**src/hw/rtl/sxfd_pkg.sv**
```systemverilog
// Shared types, constants and arithmetic helpers of the stereo cross-feedback delay.
`default_nettype none

package sxfd_pkg;

   localparam int SampleBits   = 24;
   localparam int GainBits     = 16;
   localparam int DelayBits    = 17;
   localparam int DelayDepth   = 1 << DelayBits;
   localparam int FracBits     = 15;
   localparam int WideBits     = SampleBits + 2;
   localparam int ProdBits     = SampleBits + GainBits + 1;
   localparam int CsrIndexBits = 2;
   localparam int CsrDataBits  = DelayBits;
   localparam int RspDepth     = 4;
   localparam int RspPtrBits   = $clog2(RspDepth);
   localparam int CountBits    = $clog2(RspDepth + 1);

   localparam logic [GainBits-1:0]  GainUnity    = GainBits'(1 << FracBits);
   localparam logic [DelayBits-1:0] DelayReset   = DelayBits'(48000);
   localparam logic [GainBits-1:0]  GainReset    = GainBits'(16384);
   localparam logic [DelayBits-1:0] AddrMax      = {DelayBits{1'b1}};

   typedef enum logic [CsrIndexBits-1:0] {
      CsrDelay    = 2'd0,
      CsrFeedback = 2'd1,
      CsrWet      = 2'd2,
      CsrCross    = 2'd3
   } csr_index_type;

   typedef struct packed {
      logic                         out_chan;
      logic signed [SampleBits-1:0] out_sample;
   } rsp_item_type;

   function automatic logic [GainBits-1:0] clamp_gain(input logic [GainBits-1:0] g);
      return (g > GainUnity) ? GainUnity : g;
   endfunction

   function automatic logic signed [SampleBits-1:0] sat_sample(
      input logic signed [WideBits-1:0] v
   );
      logic signed [SampleBits-1:0] res;
      if (!v[WideBits-1] && (|v[WideBits-2:SampleBits-1])) begin
         res = {1'b0, {(SampleBits-1){1'b1}}};
      end else if (v[WideBits-1] && !(&v[WideBits-2:SampleBits-1])) begin
         res = {1'b1, {(SampleBits-1){1'b0}}};
      end else begin
         res = v[SampleBits-1:0];
      end
      return res;
   endfunction

endpackage

`default_nettype wire

```
**src/hw/rtl/sxfd_rsp_fifo.sv**
```systemverilog
// Small response queue that decouples the processing pipeline from the response channel.
`default_nettype none

module sxfd_rsp_fifo import sxfd_pkg::*; (
   input  logic                 clock,
   input  logic                 reset,
   input  logic                 push,
   input  rsp_item_type         push_item,
   input  logic                 pop,
   output rsp_item_type         head_item,
   output logic                 not_empty,
   output logic [CountBits-1:0] count
);

   rsp_item_type            slot_ff [RspDepth];
   logic [RspPtrBits-1:0]   wr_ptr_ff;
   logic [RspPtrBits-1:0]   rd_ptr_ff;
   logic [CountBits-1:0]    count_ff;
   logic [CountBits-1:0]    count_in;

   always_comb begin
      count_in = count_ff;
      if (push && !pop) begin
         count_in = count_ff + 1'b1;
      end else if (pop && !push) begin
         count_in = count_ff - 1'b1;
      end
   end

   always_ff @(posedge clock) begin
      if (reset) begin
         wr_ptr_ff <= '0;
         rd_ptr_ff <= '0;
         count_ff  <= '0;
      end else begin
         if (push) begin
            wr_ptr_ff <= wr_ptr_ff + 1'b1;
         end
         if (pop) begin
            rd_ptr_ff <= rd_ptr_ff + 1'b1;
         end
         count_ff <= count_in;
      end
   end

   always_ff @(posedge clock) begin
      if (push) begin
         slot_ff[wr_ptr_ff] <= push_item;
      end
   end

   assign head_item = slot_ff[rd_ptr_ff];
   assign not_empty = (count_ff != '0);
   assign count     = count_ff;

endmodule

`default_nettype wire

```
**config.mk**
```make
export PLATFORM = sky130hd
export DESIGN_NAME = sxfd_rsp_fifo
export DESIGN_NICKNAME = d
export VERILOG_FILES = /design/src/hw/rtl/sxfd_pkg.sv /design/src/hw/rtl/sxfd_rsp_fifo.sv
export SDC_FILE = /design/constraint.sdc
export NUM_CORES = 1
export LEC_CHECK = 0
export ABC_AREA = 1
export BUFFER_PORTS_ARGS = -buffer_cell sky130_fd_sc_hd__buf_2
export CORE_ASPECT_RATIO = 1.75
export CORE_UTILIZATION = 40
export CTS_BUF_LIST = sky130_fd_sc_hd__clkbuf_4
export DETAILED_ROUTE_END_ITERATION = 16
export SLEW_MARGIN = 20
export SYNTH_ARGS = -nofsm -noshare
export SYNTH_HDL_FRONTEND = slang
export SYNTH_SLANG_ARGS = --single-unit
```
**constraint.sdc**
```tcl
create_clock -name clock -period 1.42 [get_ports clock]
set_input_delay 0.284 -clock clock [delete_from_list [all_inputs] [get_ports clock]]
set_output_delay 0.284 -clock clock [all_outputs]
set_load 0.1 [all_outputs]
```
==> key figures, run 1 <==
Outcome
  – Status: finished, violations left
  – Failing checks: negative setup slack

Layout
  – # fillers: 818
  – Share of cells above drive strength 1: 0.477
  – Storage cell area: 3200 µm²
  – Commonest non-fill, non-tap cell in the layout: edfxtp_1
  – Final net count: 420
  – P&R area growth vs syn: 43.3%
  – Non-filler cells, final: 519
  – Commonest non-fill, non-tap cells in the layout: 100 x edfxtp_1, 48 x nor2_1, 39 x buf_12
  – Multi-input gate area: 1380 µm²

Logic synthesis
  – Simple-Gate Fraction of Synth Area: 0.0617
  – Compound-Gate Fraction of Synth Area: 0.124
  – Syn Std Cell Area: 4260 µm²
  – Register area share after synthesis: 0.748
  – Synth Instances: 300
  – Post-synthesis xor/xnor area fraction: 0.00206
  – Adder-cell share of the synthesized area: 0.0194
  – Syn Nets: 335
  – Synth warnings: 0
  – Synth Register Bits: 109
  – Mux share of post-synthesis cell area: 0
  – Yosys cell types: 21
  – Main combinational cell family by area after synthesis: compound AO/OA/AOI/OAI gates
  – Avg Cell Area, Syn: 14.2 µm²

Route
  – WL final: 8.68 mm
  – DRT Pass-1 Iters: 4
  – Drt initial violations: 104
  – Drt drc: 0
  – Routed Antenna Nets: 0
  – Per-cell routed wire length: 16.7 µm
  – Vias: 2622
  – Vias per cell: 5.05

Global routing
  – GRT overflow: 0
  – Vias in the first global route: 2809
  – First-pass GRT wire length: 13.8 mm
  – Pin count of the biggest net entering global routing: 21
  – GRT Util Overall: 0.170
  – Antenna violations before repair: 2

Setup path
  – Delay-heaviest family, CP: buffers and inverters
  – Arrival time worst endpoint: 1.62 ns
  – Crit end category: primary output
  – Worst r2r dst: count[1]
  – Setup CP Type: reg -> out
  – Worst Reg-to-Reg Cells: 4
  – R2R Path Start: count[1]
  – CP max stage cell: dfxtp_4
  – FF-to-FF setup slack: 0.04 ns
  – CP max FO: 14
  – CP cell instances: inv_6, buf_12, nor2_1, o22ai_4, buf_12
  – Setup crit start kind: register
  – Crit path required time: 1.14 ns
  – Most frequent CP cell: buf_12
  – Buf/Inv on CP: 3
  – Crit path largest cell delay: 0.42 ns

Floorplanning
  – Die height: 138 µm
  – Die area: 11100 µm²
  – Initial core utilization: 0.413
  – Placement Rows: 49
  – Core box area: 10300 µm²
  – Die W: 80.0 µm
  – I/O pins: 58

Timing
  – Worst slew pin tran: 0.244 ns
  – Final Max Slew Viols: 0
  – Fin crit share: 1.34
  – Min Tclk post-route: 1.90 ns
  – Slew headroom: 0.836
  – RSZ-0062 raised after global routing: yes
  – Final setup viols: 26
  – Slack of the critical path: -0.485 ns
  – Clock Skew: 0.0142 ns
  – Final hold vios: 0
  – F_max: 525 MHz

Clock tree
  – Skew-Pair Late Insertion Delay: 0.44 ns
  – Total CTS buffers: 9
  – Clk sinks: 109
  – CTS H-tree depth: 3
  – CTS Buffer Depth: 2
  – Clock slew at reported path FFs: 0.15 ns
  – CTS tree: yes
  – Clk Tree Root Cell: clkbuf_4

Power and ir drop
  – Pwr Total: 0.00746 W
  – VDD IR max: 0.000815 V
  – Power per cell area: 1220 nW/µm²
  – Total leakage power: 2.15 nW

Worst hold path
  – Hold WC Path Type: in -> reg
  – Worst hold path startpoint: push_item[16]
  – Hold Path Depth: 1
  – Hold Path Sink: slot_ff[1][16]

Place
  – # port buffers: 57
  – HPWL after detailed placement: 5.71 mm
  – GPL Wtd Cong: 0.735
  – Post-placement cell count: 492

Job
  – Max_cap viols: 0
[what timing repair did]
item                                    4_1_cts  5_1_grt
pin swaps                                     1        4
buffers inserted                              3        0
endpoints found under the setup margin       29       32
hold buffers                                  4        0
endpoints found under the hold margin        11        0
cloned                                        1        1
resized for setup                            31       22
[per-layer routing]
layer | share of wire | up-vias | GRT usage
li1 | - | 1268 | -
met1 | 0.36 | 1304 | 0.179
met2 | 0.59 | 41 | 0.312
met3 | 0.033 | 9 | 0.0389
met4 | 0.016 | 0 | 0.0761
met5 | 0 | - | 0
[worst max path at each step]
stage	start	depth (start not counted)	end	slack, ns
final	register	5	head_item[20]	-0.48
after CTS	register	5	head_item[0]	-0.52
after global routing	register	4	head_item[3]	-0.59
after detailed placement	pop	10	count[2]	-0.08
after floorplan	register	5	head_item[15]	-0.11
after global placement	register	5	head_item[17]	-0.02
[report_power, final]
part,internal [W],switching (W)
sequential,0.00366,0.0000754
clock,0.000375,0.000926
combinational,0.000894,0.00153
total,0.00493,0.00253
[synth_stat cells]
| cell | number | area (µm²) |
|---|---|---|
| nand2_1 | 10 | 37.5 |
| nor2_1 | 57 | 214 |
| buf_6 | 6 | 67.6 |
| dfxtp_1 | 9 | 180 |
| nand3_1 | 1 | 5.00 |
| o21ai_0 | 10 | 50.1 |
| inv_4 | 1 | 6.26 |
| fa_1 | 1 | 20.0 |
| a21oi_1 | 3 | 15.0 |
| o21ai_2 | 20 | 175 |
| ha_1 | 5 | 62.6 |
| buf_4 | 5 | 37.5 |
| inv_1 | 15 | 56.3 |
| o22ai_1 | 24 | 150 |
| buf_2 | 4 | 20.0 |
| xor2_1 | 1 | 8.76 |
| o22ai_2 | 1 | 12.5 |
| nand4_1 | 1 | 6.26 |
| edfxtp_1 | 100 | 3000 |
| inv_2 | 1 | 3.75 |
| o21ai_1 | 25 | 125 |
[flip-flops by register name, summed over array words and instances (netlist names), named ones only]
| signal | cells |
|---|---|
| slot_ff | 100 |
| count | 3 |
| rd_ptr_ff | 2 |
| wr_ptr_ff | 2 |
[through the flow]
stage	hold WS [ns]	worst slack, ns	instance area (µm²)	TNS [ns]	utilization
floorplan	0.347	-0.114	4650	-2.82	-
finish	0.0401	-0.485	6100	-11.37	0.592
global placement	0.431	-0.0213	5670	-0.0566	0.551
CTS	0.00141	-0.520	5980	-12.56	0.581
detailed placement	0.434	-0.0767	5670	-0.350	0.551
global route	0.0000617	-0.589	6100	-13.92	0.592
[worst reg2reg max path, cell delays in order, from the launching register on]
cell and delay, ns:
dfxtp_4 0.39, buf_4 0.14, fa_2 0.58, o21ai_1 0.08, nor2_1 0.13
[area by class of cell]
type,count,area share
Tap cell,127,0.0261
Inverter,17,0.0135
Sequential cell,109,0.525
Antenna cell,2,0.000821
Clock inverter,6,0.00616
Clock buffer,10,0.0123
Timing Repair Buffer,89,0.190
Multi-Input combinational cell,159,0.226
[logic make-up (layout without fill, tap and decap cells)]
| logic type | count (synthesis) | in the layout |
|---|---|---|
| buffers and inverters | 32 | 122 |
| AO/OA/AOI/OAI | 83 | 83 |
| AND/OR/NAND/NOR | 69 | 69 |
| adder cells (fa/ha/maj) | 6 | 6 |
| flip-flops | 109 | 109 |
| XOR/XNOR | 1 | 1 |
| other | 0 | 2 |
Power figures use the tool's default switching activity.
==> run 2, diff against run 1 <==
--- a/config.mk
+++ b/config.mk
@@ -11,7 +11,10 @@
 export CORE_UTILIZATION = 40
 export CTS_BUF_LIST = sky130_fd_sc_hd__clkbuf_4
 export DETAILED_ROUTE_END_ITERATION = 16
+export PLACE_DENSITY = 0.72
+export RECOVER_POWER = 25
 export SLEW_MARGIN = 20
 export SYNTH_ARGS = -nofsm -noshare
 export SYNTH_HDL_FRONTEND = slang
 export SYNTH_SLANG_ARGS = --single-unit
+export TNS_END_PERCENT = 20
==> run 2 against run 1 <==
Effect of this change:
- the run still ends with negative setup slack left
- critical endpoint is now head_item[18]
- highest routed layer unchanged
- die area is the same
- first-iteration DRC count grew 96%
- global-route usage shrank 0.40 points
- final cell count shrank 1.3%
- critical path type unchanged
==> key figures, run 2 (same netlist as run 1, synthesis figures left out) <==
Outcome
  – Status: finished, violations left
  – Failing checks: negative setup slack

Global routing
  – Met1 Use GR: 0.187 (+0.00755)
  – GRT Max-Usage Layer: met2
  – Vias in the first global route: 2732 (-2.7%)
  – First-pass GRT wire length: 13.6 mm (-0.95%)
  – GRT overflow: 0 (unchanged)
  – M3 GR Usage: 0.0383 (-0.000660)
  – GRT Util Overall: 0.166 (-0.00402)
  – GRT met2 Usage: 0.292 (-0.0193)
  – Antenna violations before repair: 1 (-1)
  – Pin count of the biggest net entering global routing: 27 (+29%)

Floorplanning
  – Die height: 138 µm (unchanged)
  – Die W: 80.0 µm (unchanged)
  – Placement Rows: 49 (unchanged)
  – Core box area: 10300 µm² (unchanged)
  – Initial core utilization: 0.413 (unchanged)
  – I/O pins: 58 (unchanged)
  – Die area: 11100 µm² (unchanged)

Layout
  – Share of cells above drive strength 1: 0.391 (-0.0863)
  – Fin area: 5800 µm² (-4.9%)
  – Top reg by flops: slot_ff
  – Non-filler cells, final: 512 (-1.3%)
  – Post-layout util: 0.563 (-0.0289)
  – Commonest non-fill, non-tap cells in the layout: 100 x edfxtp_1, 48 x nor2_1, 35 x buf_12
  – P&R area growth vs syn: 36.3%
  – Commonest non-fill, non-tap cell in the layout: edfxtp_1
  – Final net count: 415 (-1.2%)
  – Max reg flops: 100 (unchanged)

Setup path
  – Worst Setup EP: head_item[18]
  – Crit end category: primary output
  – Arrival time worst endpoint: 1.59 ns (-0.03 ns)
  – Setup CP Type: reg -> out
  – Setup crit start kind: register
  – Worst Reg-to-Reg Cells: 5 (+1)
  – R2R Path Start: wr_ptr_ff[0]
  – Crit path required time: 1.14 ns (about the same)
  – FF-to-FF setup slack: 0.15 ns (+0.11 ns)
  – CP max FO: 26 (+12)
  – Worst r2r dst: slot_ff[2][16]

Place
  – # port buffers: 57 (unchanged)
  – GPL Wtd Cong: 0.662 (-9.9%)
  – HPWL after detailed placement: 5.85 mm (+2.6%)
  – Post-placement cell count: 495 (+0.61%)
  – Area post-placement: 5620 µm² (-0.86%)

Timing
  – Final hold vios: 0 (unchanged)
  – Slew headroom: 0.823 (-0.0135)
  – Min Tclk post-route: 1.87 ns (-0.0350 ns)
  – Final Max Slew Viols: 0 (unchanged)
  – Clock Skew: 0.0237 ns (+0.00943 ns)
  – Worst slew pin tran: 0.263 ns (+0.0192 ns)
  – F_max: 535 MHz (+1.9%)
  – Final setup viols: 26 (unchanged)
  – RSZ-0062 raised after global routing: yes
  – Fin crit share: 1.32 (-0.0246)
  – Slack of the critical path: -0.450 ns (+0.0350 ns)

Route
  – Vias per cell: 5.09 (+0.71%)
  – DRT Pass-1 Iters: 4 (unchanged)
  – Drt initial violations: 204 (+96%)
  – Vias: 2605 (-0.65%)
  – Routed Antenna Nets: 0 (unchanged)
  – Drt drc: 0 (unchanged)
  – Per-cell routed wire length: 16.3 µm (-2.5%)
  – WL final: 8.35 mm (-3.8%)

Power and ir drop
  – Pwr Total: 0.00728 W (-2.4%)
  – VDD IR max: 0.000933 V (+14%)
  – Power per cell area: 1260 nW/µm² (+2.7%)
  – Total leakage power: 2.05 nW (-4.7%)

Clock tree
  – CTS tree: yes
  – Clk Tree Root Cell: clkbuf_4
  – Total CTS buffers: 9 (unchanged)
  – Skew-Pair Late Insertion Delay: 0.44 ns (about the same)
  – CTS Buffer Depth: 2 (unchanged)
  – Clock slew at reported path FFs: 0.14 ns (about the same)
  – Clk sinks: 109 (unchanged)
  – Postcts setup bufs: 0 (-3)
  – CTS H-tree depth: 3 (unchanged)

Job
  – Max_cap viols: 0 (unchanged)

Worst hold path
  – Hold WC Path Type: in -> reg
[run 2: power breakdown]
part           switching [W]  leakage [nW]  internal, W  total [W]
logic                0.00148         0.998     0.000804    0.00228
clock network       0.000930        0.0519     0.000348    0.00128
registers          0.0000656         0.995      0.00366    0.00372
[run 2: worst min-delay path by stage]
stage	startpoint	endpoint	slack [ns]	cells after the start
2_1_floorplan	reset	count[0]	0.35	1
3_3_place_gp	rd_ptr_ff[1]	register	0.43	1
3_5_place_dp	rd_ptr_ff[1]	register	0.43	1
4_1_cts	push_item[3]	slot_ff[1][3]	0.02	1
5_1_grt	push_item[14]	slot_ff[0][14]	0.03	1
6_report	push_item[24]	slot_ff[3][24]	0.06	1
[run 2: layout make-up]
type                    count  area, µm²
diodes                      1       2.50
clock buffers               9       67.6
clock inverters             6       40.0
fillers                   814       4500
inverters                  17       66.3
multi-input cells         159       1260
flip-flops and latches    109       3190
well taps                 127        159
repair buffers             84       1010
[run 2: worst max-delay path, stage by stage (launching register included)]
cell and delay (ns):
dfxtp_4 0.42, buf_12 0.18, o21ai_1 0.13, o22ai_4 0.23, buf_12 0.20
[run 2: per-stage QoR]
stage	TNS [ns]	hold WS [ns]	worst slack, ns
global route	-13.16	0.0330	-0.549
finish	-10.59	0.0626	-0.450
detailed placement	-0.311	0.433	-0.0834
global placement	-0.0148	0.426	-0.0148
CTS	-12.00	0.0199	-0.506
floorplan	-5.99	0.349	-0.114
[run 2: timing repair]
item                                    in CTS  in global routing
resized for setup                           14                 11
hold buffers                                 1                  0
hold endpoints to repair                     1                  0
endpoints found under the setup margin      29                 34
pin swaps                                    0                  1
[run 2: per-layer routing]
| layer | wire [µm] | up-vias |
|---|---|---|
| li1 | - | 1259 |
| met5 | 0 | - |
| met2 | 4700 | 55 |
| met1 | 3150 | 1277 |
| met3 | 306 | 14 |
| met4 | 201 | 0 |
